### src/rtl/assert_macros.svh
// assertion macros shared by the vertex dedup indexer rtl
// depends on clk_i and rst_ni in the module that uses them
`ifndef ASSERT_MACROS_SVH
`define ASSERT_MACROS_SVH

// assertion checked on every rising clock edge outside reset
`define VDI_ASSERT(label, prop, msg) \
  label: assert property (@(posedge clk_i) disable iff (!rst_ni) prop) else $error(msg);

// assertion checked on every rising clock edge, reset included
`define VDI_ASSERT_ALWAYS(label, prop, msg) \
  label: assert property (@(posedge clk_i) prop) else $error(msg);

`endif

### src/rtl/vdi_pkg.sv
// shared types and constants of the vertex dedup indexer
// no dependencies
package vdi_pkg;

  localparam int unsigned TableDepth = 1024;
  localparam int unsigned IdxW       = $clog2(TableDepth);
  localparam int unsigned CntW       = $clog2(TableDepth + 1);
  localparam int unsigned WordW      = 32;
  localparam int unsigned KeyW       = 8 * WordW;
  localparam int unsigned IndexOutW  = 10;

  // one queued vertex transaction
  typedef struct packed {
    logic            start;
    logic [KeyW-1:0] key;
  } item_t;

  // one result transaction
  typedef struct packed {
    logic                 valid;
    logic [IndexOutW-1:0] index;
    logic                 is_new;
    logic                 overflow;
  } result_t;

  typedef enum logic [1:0] {
    BkIdle,
    BkRead,
    BkCmp,
    BkDecide
  } back_state_e;

endpackage

### src/rtl/vdi_front.sv
// front end: accepts vertex transactions into a two entry queue
// depends on vdi_pkg and assert_macros.svh
`include "assert_macros.svh"

module vdi_front (
  input  logic           clk_i,
  input  logic           rst_ni,
  input  logic           push_i,
  input  vdi_pkg::item_t item_i,
  output logic           full_o,
  output logic           avail_o,
  output vdi_pkg::item_t item_o,
  input  logic           pop_i
);

  vdi_pkg::item_t slot_q [2];
  logic       wr_ptr_q, wr_ptr_d;
  logic       rd_ptr_q, rd_ptr_d;
  logic [1:0] cnt_q, cnt_d;
  logic       push, pop;

  assign full_o  = (cnt_q == 2'd2);
  assign avail_o = (cnt_q != 2'd0);
  assign item_o  = slot_q[rd_ptr_q];
  assign push    = push_i && !full_o;
  assign pop     = pop_i && avail_o;

  // pointer and fill count update
  always_comb begin
    wr_ptr_d = push ? !wr_ptr_q : wr_ptr_q;
    rd_ptr_d = pop ? !rd_ptr_q : rd_ptr_q;
    cnt_d    = cnt_q;
    if (push && !pop) begin
      cnt_d = cnt_q + 2'd1;
    end else if (pop && !push) begin
      cnt_d = cnt_q - 2'd1;
    end
  end

  always_ff @(posedge clk_i or negedge rst_ni) begin
    if (!rst_ni) begin
      wr_ptr_q <= 1'b0;
      rd_ptr_q <= 1'b0;
      cnt_q    <= 2'd0;
    end else begin
      wr_ptr_q <= wr_ptr_d;
      rd_ptr_q <= rd_ptr_d;
      cnt_q    <= cnt_d;
    end
  end

  // queue storage
  always_ff @(posedge clk_i) begin
    if (push) begin
      slot_q[wr_ptr_q] <= item_i;
    end
  end

  `VDI_ASSERT(a_cnt_range, (cnt_q != 2'd3), "queue count out of range")
  `VDI_ASSERT(a_ptr_match, (cnt_q == 2'd1) |-> (wr_ptr_q != rd_ptr_q),
              "queue pointers disagree with count")

endmodule

### config.mk
export PLATFORM = sky130hd
export DESIGN_NAME = vdi_front
export DESIGN_NICKNAME = d
export VERILOG_FILES = /design/src/rtl/vdi_pkg.sv /design/src/rtl/vdi_front.sv
export VERILOG_INCLUDE_DIRS = /design/src /design/src/rtl
export SDC_FILE = /design/constraint.sdc
export NUM_CORES = 1
export LEC_CHECK = 0
export ABC_AREA = 1
export BUFFER_PORTS_ARGS = -buffer_cell sky130_fd_sc_hd__buf_2
export CORE_AREA = 2 2 205 207
export DETAILED_ROUTE_END_ITERATION = 7
export DIE_AREA = 0 0 207 209
export PLACE_DENSITY = 0.72
export SYNTH_ARGS = -nofsm -noshare
export SYNTH_HDL_FRONTEND = slang
export SYNTH_SLANG_ARGS = --single-unit
### constraint.sdc
create_clock -name clk_i -period 25.3 [get_ports clk_i]
set_clock_uncertainty 0.05 [all_clocks]
set_input_delay 2.53 -clock clk_i [delete_from_list [all_inputs] [get_ports clk_i]]
set_output_delay 2.53 -clock clk_i [all_outputs]
set_load 0.03 [all_outputs]
## Yosys cells after proc, flatten, opt, wreduce, memory -nomap -nowiden

Memories as Yosys holds them, arrays and structs flattened.
Index checks and enable logic that the tools add are counted.

- Add/subtract/negate cells: 2
- Multipliers: 0
- Div/mod/pow operators: 0
- Magnitude comparators: 0
- Equality and inequality tests: 1
- Shift-type cells: 0
- Mux-type cells: 4
- Bitwise operators: 0
- Reductions and logical operators: 11

Operator list:

| operator | count |
|---|---|
| zero test 1 bit | 5 |
| logical AND 1 bit | 4 |
| two-way mux 2 bit | 2 |
| nonzero test 2 bit | 2 |
| adder 2 x 1 -> 2 bit (second input constant) | 1 |
| == test 2 bit (second input constant) | 1 |
| two-way mux 1 bit | 2 |
| subtractor 2 x 1 -> 2 bit (second input constant) | 1 |

- Flip-flop bits (word level): 4
- Latch bits: 0
- Memory bits (writable): 514
- Bits in read-only memories: 0
- Input bits: 261
- Logic and storage cells: 22
- Memories kept: 1

Memories:

| memory | depth | bits a word | read ports | clocked after memory_dff | wr ports | RTL line | RTL |
|---|---|---|---|---|---|---|---|
| slot_q | 2 | 257 | 1 | 0 | 1 | vdi_front.sv:16 | `vdi_pkg::item_t slot_q [2];` |

## Depth between registers and ports, before layout

Gate-level depths: netlist (run 1).

- Word-level depth: 7
- Gate-level depth with buffers: 9

## Least setup slack after synthesis (run 1)

OpenSTA, ideal clock, no wires.

- Path kind: in2reg
- Start: input port push_i
- End: memory slot_q[1][0] (netlist bit) (enable)
- Library setup time: 880 ps
- Data arrival time: 13,279 ps
- Required time: 24,370 ps
- Setup slack: 11,092 ps
- Cell stages on the path: 2
- Buffers on the path: 0
- Path through: o21ai_0 nor2_1

- Cells in the longest elaborated chain, start to end: 3

RTL lines:

| element | RTL line | RTL |
|---|---|---|
| start, declared | vdi_front.sv:8 | `input logic push_i,` |
| logical AND 1 bit | vdi_front.sv:25 | `assign push = push_i && !full_o;` |
| two-way mux 1 bit | vdi_front.sv:54 | `if (push) begin` |
| two-way mux 1 bit (implied by the code) | vdi_front.sv:55 | `slot_q[wr_ptr_q] <= item_i;` |
| end, declared | vdi_front.sv:16 |  |

No other way between the ends.

==> metrics, run 1 <==
status finished, final reports clean; critical path type reg -> out; initial detailed-routing violation count 916; Max-slew headroom 0.0935; Async SR Flop Fraction 0.00772; final setup fails 0; GRT Total Usage 0.198; maximum VDD drop around 0.00017 V; fin nets roughly 2,200; top cells by area, synth edfxtp_1, nand2_1, buf_6, buf_2, buf_4; Buf+Inv Stages, Crit Path 3; reg2reg setup slack approximately 22 ns; grt total ovfl 0; Non-Filler Instances ~2,500; CTS buffer count just over 50; worst hold path class reg -> reg; Die Span X approximately 210 um; final instance area around 24,000 um2; Fmax achieved ~0.17 GHz; clock-pin slew on the worst setup and hold paths 0.06 ns; number of I/O port buffers around 520; Mapped Cells 1,374; Sink Count just over 500; Vias/cell approximately 4.8; Placed Instances roughly 2,400; Setup Fix Bufs, Post-CTS 0; Final ANT Viol Nets 0; Crit path largest cell delay 0.75 ns; final WL approximately 44 mm; Initial Util 0.459; Seq/Total Area, Yosys 0.819; R2R Path Start cnt_q[1]; yosys warns 0; Pwr Density roughly 130 nW/um2; Max clock buf depth 3; row cnt between 70 and 80; XOR/XNOR share of the synthesized area 0.000462; I/O Pins 520; DR pass1 iterations 5; RSZ-0062 raised after global routing no; #FFs+latches synth 518; dpl hpwl 29.1 mm; Residual DRC 0; H-Tree Level Count 2; hold path depth 2; Setup crit start kind register; global-route wire length before repair approximately 66 mm; DP Area 21,900 um2; Final Hold Viols 0; CTS root buffer clkbuf_16; vias 12,000; Worst Hold End wr_ptr_q; Worst-Margin Slew 1.36 ns; share of layout cells above drive strength 1 0.308; Post-Syn Area 19,000 um2; Core Area slightly above 40,000 um2; GPL Wtd Cong about 0.86; period utilisation layout 0.226; synthesized net count approximately 1,600; Synth Area in Simple Gates 0.156; top cells by count, synth nand2_1, edfxtp_1, buf_2; leakage power around 10 nW; largest family of logic cells by synthesized area simple AND/OR/NAND/NOR gates; post-synthesis mux area share 0; CTS tree yes; die area 43,300 um2; post-route setup TNS 0 ns; chip height approximately 210 um; post-synth cell types 15; CTS Hold Bufs 0; Critical path origin rd_ptr_q; Compound-Gate Fraction of Synth Area 0.000264; dominant cell type by area after synthesis edfxtp_1; Clk Latency, worst-skew pair about 0.57 ns; worst-path fanout max approximately 110; Area Overhead vs Synth 24.0%; antenna violations before repair 18; reg2reg end slot_q[0][104]; average size of a mapped cell ~14 um2; R2R depth 6; Resized cells post-CTS 0; min Tclk post-route 5.72 ns; delay-heaviest family, CP buffers and inverters; Required @ worst endpoint ~23 ns; CP max stage cell buf_4; area share of the largest cell type after synthesis 0.814; Final Max Slew Viols 0; Synth Area in Adders 0.000660; number of synthesized flops with an enable pin around 510; largest net degree at the start of global routing about 220; max_cap viols 0; Crit path depth 5; total power slightly above 3 mW; ys flop type edfxtp_1; worst hold path startpoint wr_ptr_q; CP arrival about 3.1 ns; top-count cell post-synth nand2_1; wire per inst ~18 um; CP dominant cell by count nand2_1; number of global-route vias before repair between 10,000 and 15,000; Finished Core Util 0.569; kind of end point of the critical path primary output; worst-path cell chain inv_8 -> buf_4 -> nand2_1 -> nand2_1 -> buf_2
## metal layers
layer  vias to the layer above  wire length (um)  track usage
met1                      5634             16600        0.236
li1                       5718                 -            -
met4                        18              1290       0.0744
met3                       101              4440       0.0721
met5                         -               110            0
met2                       528             21600        0.330
## registers in the layout, summed over array words and instances, names as in the netlist
signal / cells
wr_ptr_q: 1
slot_q: 514
cnt_q: 2
rd_ptr_q: 1
## stage by stage
step                hold WS (ns)  setup WS (ns)
finish                     0.438          19.58
detailed placement         0.417          20.15
floorplan                  0.392          11.09
global route               0.451          19.33
CTS                        0.433          19.51
global placement           0.404          20.19
## cell usage in the layout (no fill, tap or decap)
master        n
nand2_1     782
buf_2       519
edfxtp_1    514
clkbuf_16    51
clkinv_1     16
clkbuf_1     13
diode_2       9
buf_4         8
inv_1         6
inv_6         4
clkinv_2      4
bufinv_16     3
dfrtp_1       3
inv_8         2
nor2_1        2
nand3_1       2
clkinvlp_4    2
o21ai_0       1
nor2_4        1
xnor2_1       1
nand4_1       1
ha_1          1
clkinv_4      1
buf_12        1
dfrtp_4       1
## worst max path at each step
stage | slack, ns | to
final | 19.58 | item_o[36]
after global routing | 19.33 | item_o[117]
after CTS | 19.51 | item_o[77]
after detailed placement | 20.15 | item_o[36]
after global placement | 20.19 | item_o[134]
after floorplan | 11.09 | slot_q[1][0]
## final cells by class
type / instances / area (um2)
Multi-Input combinational cell: 791 / 3000
Inverter: 8 / 45.0
Fill cell: 3293 / 17800
Clock buffer: 64 / 1330
Tap cell: 539 / 674
Timing Repair Buffer: 528 / 2680
Antenna cell: 9 / 22.5
Clock inverter: 30 / 229
Sequential cell: 518 / 15500
## where the power goes
group          leakage (nW)  internal [mW]  switching (mW)  total, mW
Sequential             4.83           1.17          0.0529       1.23
Clock                 0.750          0.401           0.302      0.704
Combinational          4.50          0.268           0.922       1.19
Total                  10.1           1.84            1.28       3.12
## cells by family after synthesis
family,count (synthesis)
buffers and inverters,65
xor gates and xnor gates,1
adders and majority gates,1
DFF,518
AOI/OAI and AO/OA,1
and+or+nand+nor,788
## tightest hold or removal path: stages (launching register included)
cell,delay [ns]
dfrtp_1,0.34
nand2_1,0.05
nand2_1,0.06
Note: power is estimated with default switching activity, not from simulation.
==> run 2: changes to the inputs <==
- CORE_AREA: 2 2 205 207 -> 2 2 200 202
- DIE_AREA: 0 0 207 209 -> 0 0 202 204
- PLACE_DENSITY: 0.72 -> 0.75
- clock period: 25.3 -> 5.7 ns (I/O delays scaled with it)
==> run 2 against run 1 <==
Effect of this change:
- core utilization rose by 3.3 points
- wire length increased by 1.4%
- clock power increased to 4.6 times the previous value
- critical path type unchanged
- first-iteration DRC count up 8.5%
- largest cell class unchanged
==> metrics, run 2 (same netlist as run 1, synthesis figures left out) <==
status finished, final reports clean; CTS root buffer clkbuf_16; Residual DRC 0 (unchanged); post-route setup TNS 0 ns (unchanged); antenna violations before repair 12 (-6); kind of end point of the critical path primary output; min Tclk post-route 3.76 ns; final WL 44.6 mm (+1.4%); chip height 204 um (-2.4%); worst-path fanout max 148 (+36%); commonest non-fill, non-tap cell in the layout nand2_1; area of the multi-input gates 3000 um2 (unchanged); register area 15,500 um2 (unchanged); most frequent cells in the layout nand2_1, buf_2, edfxtp_1, clkbuf_16; number of I/O port buffers 519 (unchanged); CTS tree yes; row cnt 73 (-2.7%); global-route wire length before repair 66.2 mm (+0.15%); maximum VDD drop 0.000455 V (+160%); GPL Wtd Cong 0.814 (-5.2%); number of global-route vias before repair 11,900 (+1.0%); I/O Pins 520 (unchanged); critical path type reg -> out; Non-Filler Instances 2,473 (-0.56%); die area 41,200 um2 (-4.8%); DP Area 22,000 um2 (about the same); largest net degree at the start of global routing 150 (-32%); vias 12,100 (+0.98%); Max clock buf depth 3 (unchanged); Core Area 39,200 um2 (-5.1%); worst hold path class in -> reg; share of layout cells above drive strength 1 0.313 (+0.00532); grt total ovfl 0 (unchanged); Fill cells 2,945 (-11%); RSZ-0062 raised after global routing no; leakage power 10.1 nW (+0.65%); Max-slew headroom 0.233 (+0.140); Final ANT Viol Nets 0 (unchanged); Clk Latency, worst-skew pair 0.57 ns (about the same); Worst-Margin Slew 1.15 ns (-0.210 ns); Setup crit start kind register; Final Max Slew Viols 0 (unchanged); final instance area 23,600 um2 (+0.45%); Required @ worst endpoint 5.08 ns (-17.64 ns); Fmax achieved about 0.27 GHz; final setup fails 0 (unchanged); wire per inst 18.0 um (+2.0%); period utilisation layout 0.660; DR pass1 iterations 5 (unchanged); max reg flops 514 (unchanged); Placed Instances 2,369 (-0.63%); fin nets 2,159 (-0.046%); Final Hold Viols 0 (unchanged); clock-pin slew on the worst setup and hold paths 0.06 ns (about the same); CTS buffer count 50 (-2.0%); most flop-heavy register slot_q; Setup Fix Bufs, Post-CTS 0 (unchanged); Setup WS pre-CTS 2.56 ns (-17.59 ns); Vias/cell 4.90 (+1.6%); max_cap viols 0 (unchanged); dpl hpwl 29.1 mm (about the same); Die Span X 202 um (-2.4%); H-Tree Level Count 2 (unchanged); CP arrival 3.14 ns (about the same); fin worst setup slack 1.94 ns (-17.64 ns); initial detailed-routing violation count 994 (+8.5%); biggest regs slot_q: 514 flops, cnt_q: 2 flops; GRT Total Usage 0.211 (+0.0135); Pwr Density 592 nW/um2 (+350%); Sink Count 518 (unchanged); Area Overhead vs Synth 24.5%; Initial Util 0.484 (+0.0247)
==> run 2: cell type report <==
type,count,area share
clock inverters,37,0.0122
multi-input cells,791,0.127
clock buffers,56,0.0566
inverters,8,0.00175
flip-flops and latches,518,0.658
repair buffers,528,0.116
diodes,10,0.00106
well taps,525,0.0278
==> run 2: timing repair <==
action	4_1_cts	5_1_grt
hold buffers	1	0
hold endpoints to repair	4	0
gates resized for setup	0	0
==> run 2: worst max-delay path, cell delays in order (launching register included) <==
cell,delay (ns)
dfrtp_4,0.69
inv_8,0.48
buf_12,0.45
nand2_1,0.13
nand2_1,0.10
buf_2,0.22
==> run 2: per-layer routing <==
layer / vias to the layer above / GRT usage / share of wire
met4: 12 / 0.0733 / 0.021
li1: 5724 / - / -
met2: 585 / 0.361 / 0.51
met5: - / 0 / 0.0017
met1: 5720 / 0.252 / 0.37
met3: 76 / 0.0711 / 0.10
==> run 2: metrics by stage <==
| step | hold slack (ns) | total power [mW] | utilization |
|---|---|---|---|
| finish | 0.130 | 14.0 | 0.603 |
| floorplan | 0.224 | 9.34 | - |
| global placement | 0.329 | 10.7 | 0.560 |
| CTS | 0.0896 | 14.1 | 0.602 |
| global route | 0.0955 | 14.7 | 0.602 |
| detailed placement | 0.336 | 10.8 | 0.560 |
==> run 2: final timing paths <==
path / startpoint / end / slack (ns) / cells past startpoint
min in group asynchronous: rst_ni / rd_ptr_q / 0.32 / 2
worst min register to register: wr_ptr_q / wr_ptr_q / 0.43 / 2
worst max-delay path: rd_ptr_q / item_o[224] / 1.94 / 5
max in group asynchronous: rst_ni / rd_ptr_q / 5.14 / 2
worst max register to register: cnt_q[1] / slot_q[0][80] / 2.99 / 6
worst min-delay path: item_i[166] / slot_q[0][166] / 0.13 / 1
==> run 2: where the power goes <==
part	total, mW	internal (mW)	switching, mW	leakage [nW]
combinational	5.30	1.20	4.09	4.50
clock	3.22	1.87	1.35	0.809
sequential	5.45	5.20	0.244	4.83
total	14.0	8.28	5.69	10.1
==> run 3: changes to the inputs <==
- CORE_AREA: 2 2 200 202 -> default
- CORE_UTILIZATION: default -> 47
- DIE_AREA: 0 0 202 204 -> default
- PLACE_DENSITY: 0.75 -> 0.76
- clock period: 5.7 -> 3.3 ns (I/O delays scaled with it)
==> run 3 against run 2 <==
Effect of this change:
- flip-flop and latch count did not move
- setup slack worse by 1.6 ns
- hold slack worse by 0.064 ns
- core utilization increased by 6.4 points
- first-iteration DRC count up 12%
- largest cell class unchanged
- highest routed layer is now met4
==> metrics, run 3 (same netlist as run 1, synthesis figures left out) <==
Switch Pwr 10.3 mW (+81%); Setup Fix Bufs, Post-CTS 0 (unchanged); commonest non-fill, non-tap cell in the layout nand2_1; H-Tree Level Count 2 (unchanged); final setup fails 0 (unchanged); reg2reg setup slack 1.23 ns (-1.76 ns); max reg flops 514 (unchanged); Required @ worst endpoint 2.92 ns (-2.16 ns); dpl hpwl 29.5 mm (+1.4%); maximum VDD drop 0.000757 V (+66%); max_cap viols 0 (unchanged); Final Hold Viols 0 (unchanged); Clk Latency, worst-skew pair 0.56 ns (about the same); Final Max Slew Viols 0 (unchanged); global-route wire length before repair 78.1 mm (+18%); worst hold path class in -> async; kind of end point of the critical path primary output; Area Overhead vs Synth 39.7%; CP arrival 2.62 ns (-0.52 ns); sw frac 0.409 (+0.00194); CTS tree yes; Internal 14.9 mW (+80%); Max-slew headroom 0.570 (+0.336); final WL 52.2 mm (+17%); biggest regs slot_q: 514 flops, cnt_q: 2 flops; antenna violations before repair 3 (-9); I/O Pins 520 (unchanged); worst-path fanout max 77 (-48%); chip height 203 um (-0.55%); reg2reg end slot_q[1][143]; vias 13,800 (+14%); Worst-Margin Slew 0.645 ns (-0.504 ns); Fmax achieved roughly 0.33 GHz; Reg power frac 0.375 (-0.015); CTS Hold Bufs 259 (+258); Setup crit start kind register; clock-pin slew on the worst setup and hold paths 0.06 ns (about the same); Comb pwr share 0.391 (+0.012); Final ANT Viol Nets 0 (unchanged); Vias/cell 5.04 (+2.9%); share of layout cells above drive strength 1 0.284 (-0.0295); GRT Total Usage 0.249 (+0.0379); Die Span X 203 um (+0.44%); most frequent cells in the layout nand2_1, buf_2, edfxtp_1, dlygate4sd3_1, clkbuf_16; CTS root buffer clkbuf_16; most flop-heavy register slot_q; Initial Util 0.477 (-0.00668); Pwr Density 951 nW/um2 (+61%); number of global-route vias before repair 14,300 (+20%); R2R Path Start cnt_q[1]; WHS 0.0657 ns (-0.0643 ns); largest net degree at the start of global routing 112 (-25%); post-route setup TNS 0 ns (unchanged); number of I/O port buffers 519 (unchanged); min Tclk post-route 3.00 ns; DR pass1 iterations 5 (unchanged); Max clock buf depth 3 (unchanged); status finished, final reports clean; RSZ-0062 raised after global routing no; critical path type reg -> out; GPL Wtd Cong 0.853 (+4.9%); CTS buffer count 50 (unchanged); wire per inst 19.0 um (+5.5%); initial detailed-routing violation count 1,118 (+12%); Residual DRC 0 (unchanged); Core Area 39,700 um2 (+1.4%); fin nets 2,434 (+13%); row cnt 73 (unchanged); Clk pwr share 0.234 (+0.003); period utilisation layout 0.909; total power 25.2 mW (+80%); Sink Count 518 (unchanged); Resized cells post-CTS 0 (unchanged); leakage power 11.4 nW (+12%); die area 41,200 um2 (-0.12%); grt total ovfl 0 (unchanged); R2R depth 4 (-2)
==> run 3: changes by cell type in the layout (fill, tap and decap cells not counted), moves of 3 or more <==
cell	delta
dlygate4sd3_1	+258
buf_4	+9
buf_12	+8
clkinv_1	-5
clkinv_2	-5
diode_2	-5
bufinv_16	+3
==> run 3: through the flow <==
stage | instances | util | setup slack [ns] | instance area [um2]
after floorplan | 1374 | - | -1.78 | 19000
after global placement | 2386 | 0.559 | 0.994 | 22200
after detailed placement | 2386 | 0.559 | 0.954 | 22200
after CTS | 2735 | 0.666 | 0.308 | 26500
after global routing | 2737 | 0.667 | 0.185 | 26500
final | 2740 | 0.667 | 0.302 | 26500
==> run 3: worst max-delay path: stages (launching register included) <==
cell,delay [ns]
dfrtp_4,0.73
inv_8,0.46
buf_4,0.37
nand2_1,0.11
nand2_1,0.11
buf_2,0.21
==> run 3: cell type report <==
class                           instances  area, um2
Fill cell                            2516      13200
Antenna cell                            5       12.5
Sequential cell                       518      15500
Timing Repair Buffer                  803       5540
Clock inverter                         32        349
Clock buffer                           58       1350
Inverter                                8       41.3
Tap cell                              525        657
Multi-Input combinational cell        791       3010
==> run 3: metal layers <==
metal  global-route usage  vias up  part of all wire
met5                    0        -                 0
met4                0.107        0             0.039
met3               0.0700      133             0.090
met2                0.440      783              0.51
met1                0.282     6646              0.36
li1                     -     6256                 -
==> run 3: how the worst max path moves through the flow <==
stage / from / endpoint / slack (ns) / depth (start not counted)
2_1_floorplan: cnt_q[0] / slot_q[0][0] / -1.78 / 4
3_3_place_gp: rd_ptr_q / item_o[55] / 0.99 / 5
3_5_place_dp: rd_ptr_q / item_o[171] / 0.95 / 5
4_1_cts: rd_ptr_q / item_o[114] / 0.31 / 5
5_1_grt: rd_ptr_q / item_o[85] / 0.18 / 5
6_report: rd_ptr_q / item_o[59] / 0.30 / 5
==> run 3: power by group through the flow <==
stage / Combinational, mW / Clock (mW) / Sequential, mW
after global routing: 10.5 / 6.22 / 9.56
after CTS: 9.72 / 5.92 / 9.39
after global placement: 9.30 / 0 / 9.45
after floorplan: 6.58 / 0 / 9.57
final: 9.86 / 5.89 / 9.46
after detailed placement: 9.41 / 0 / 9.52
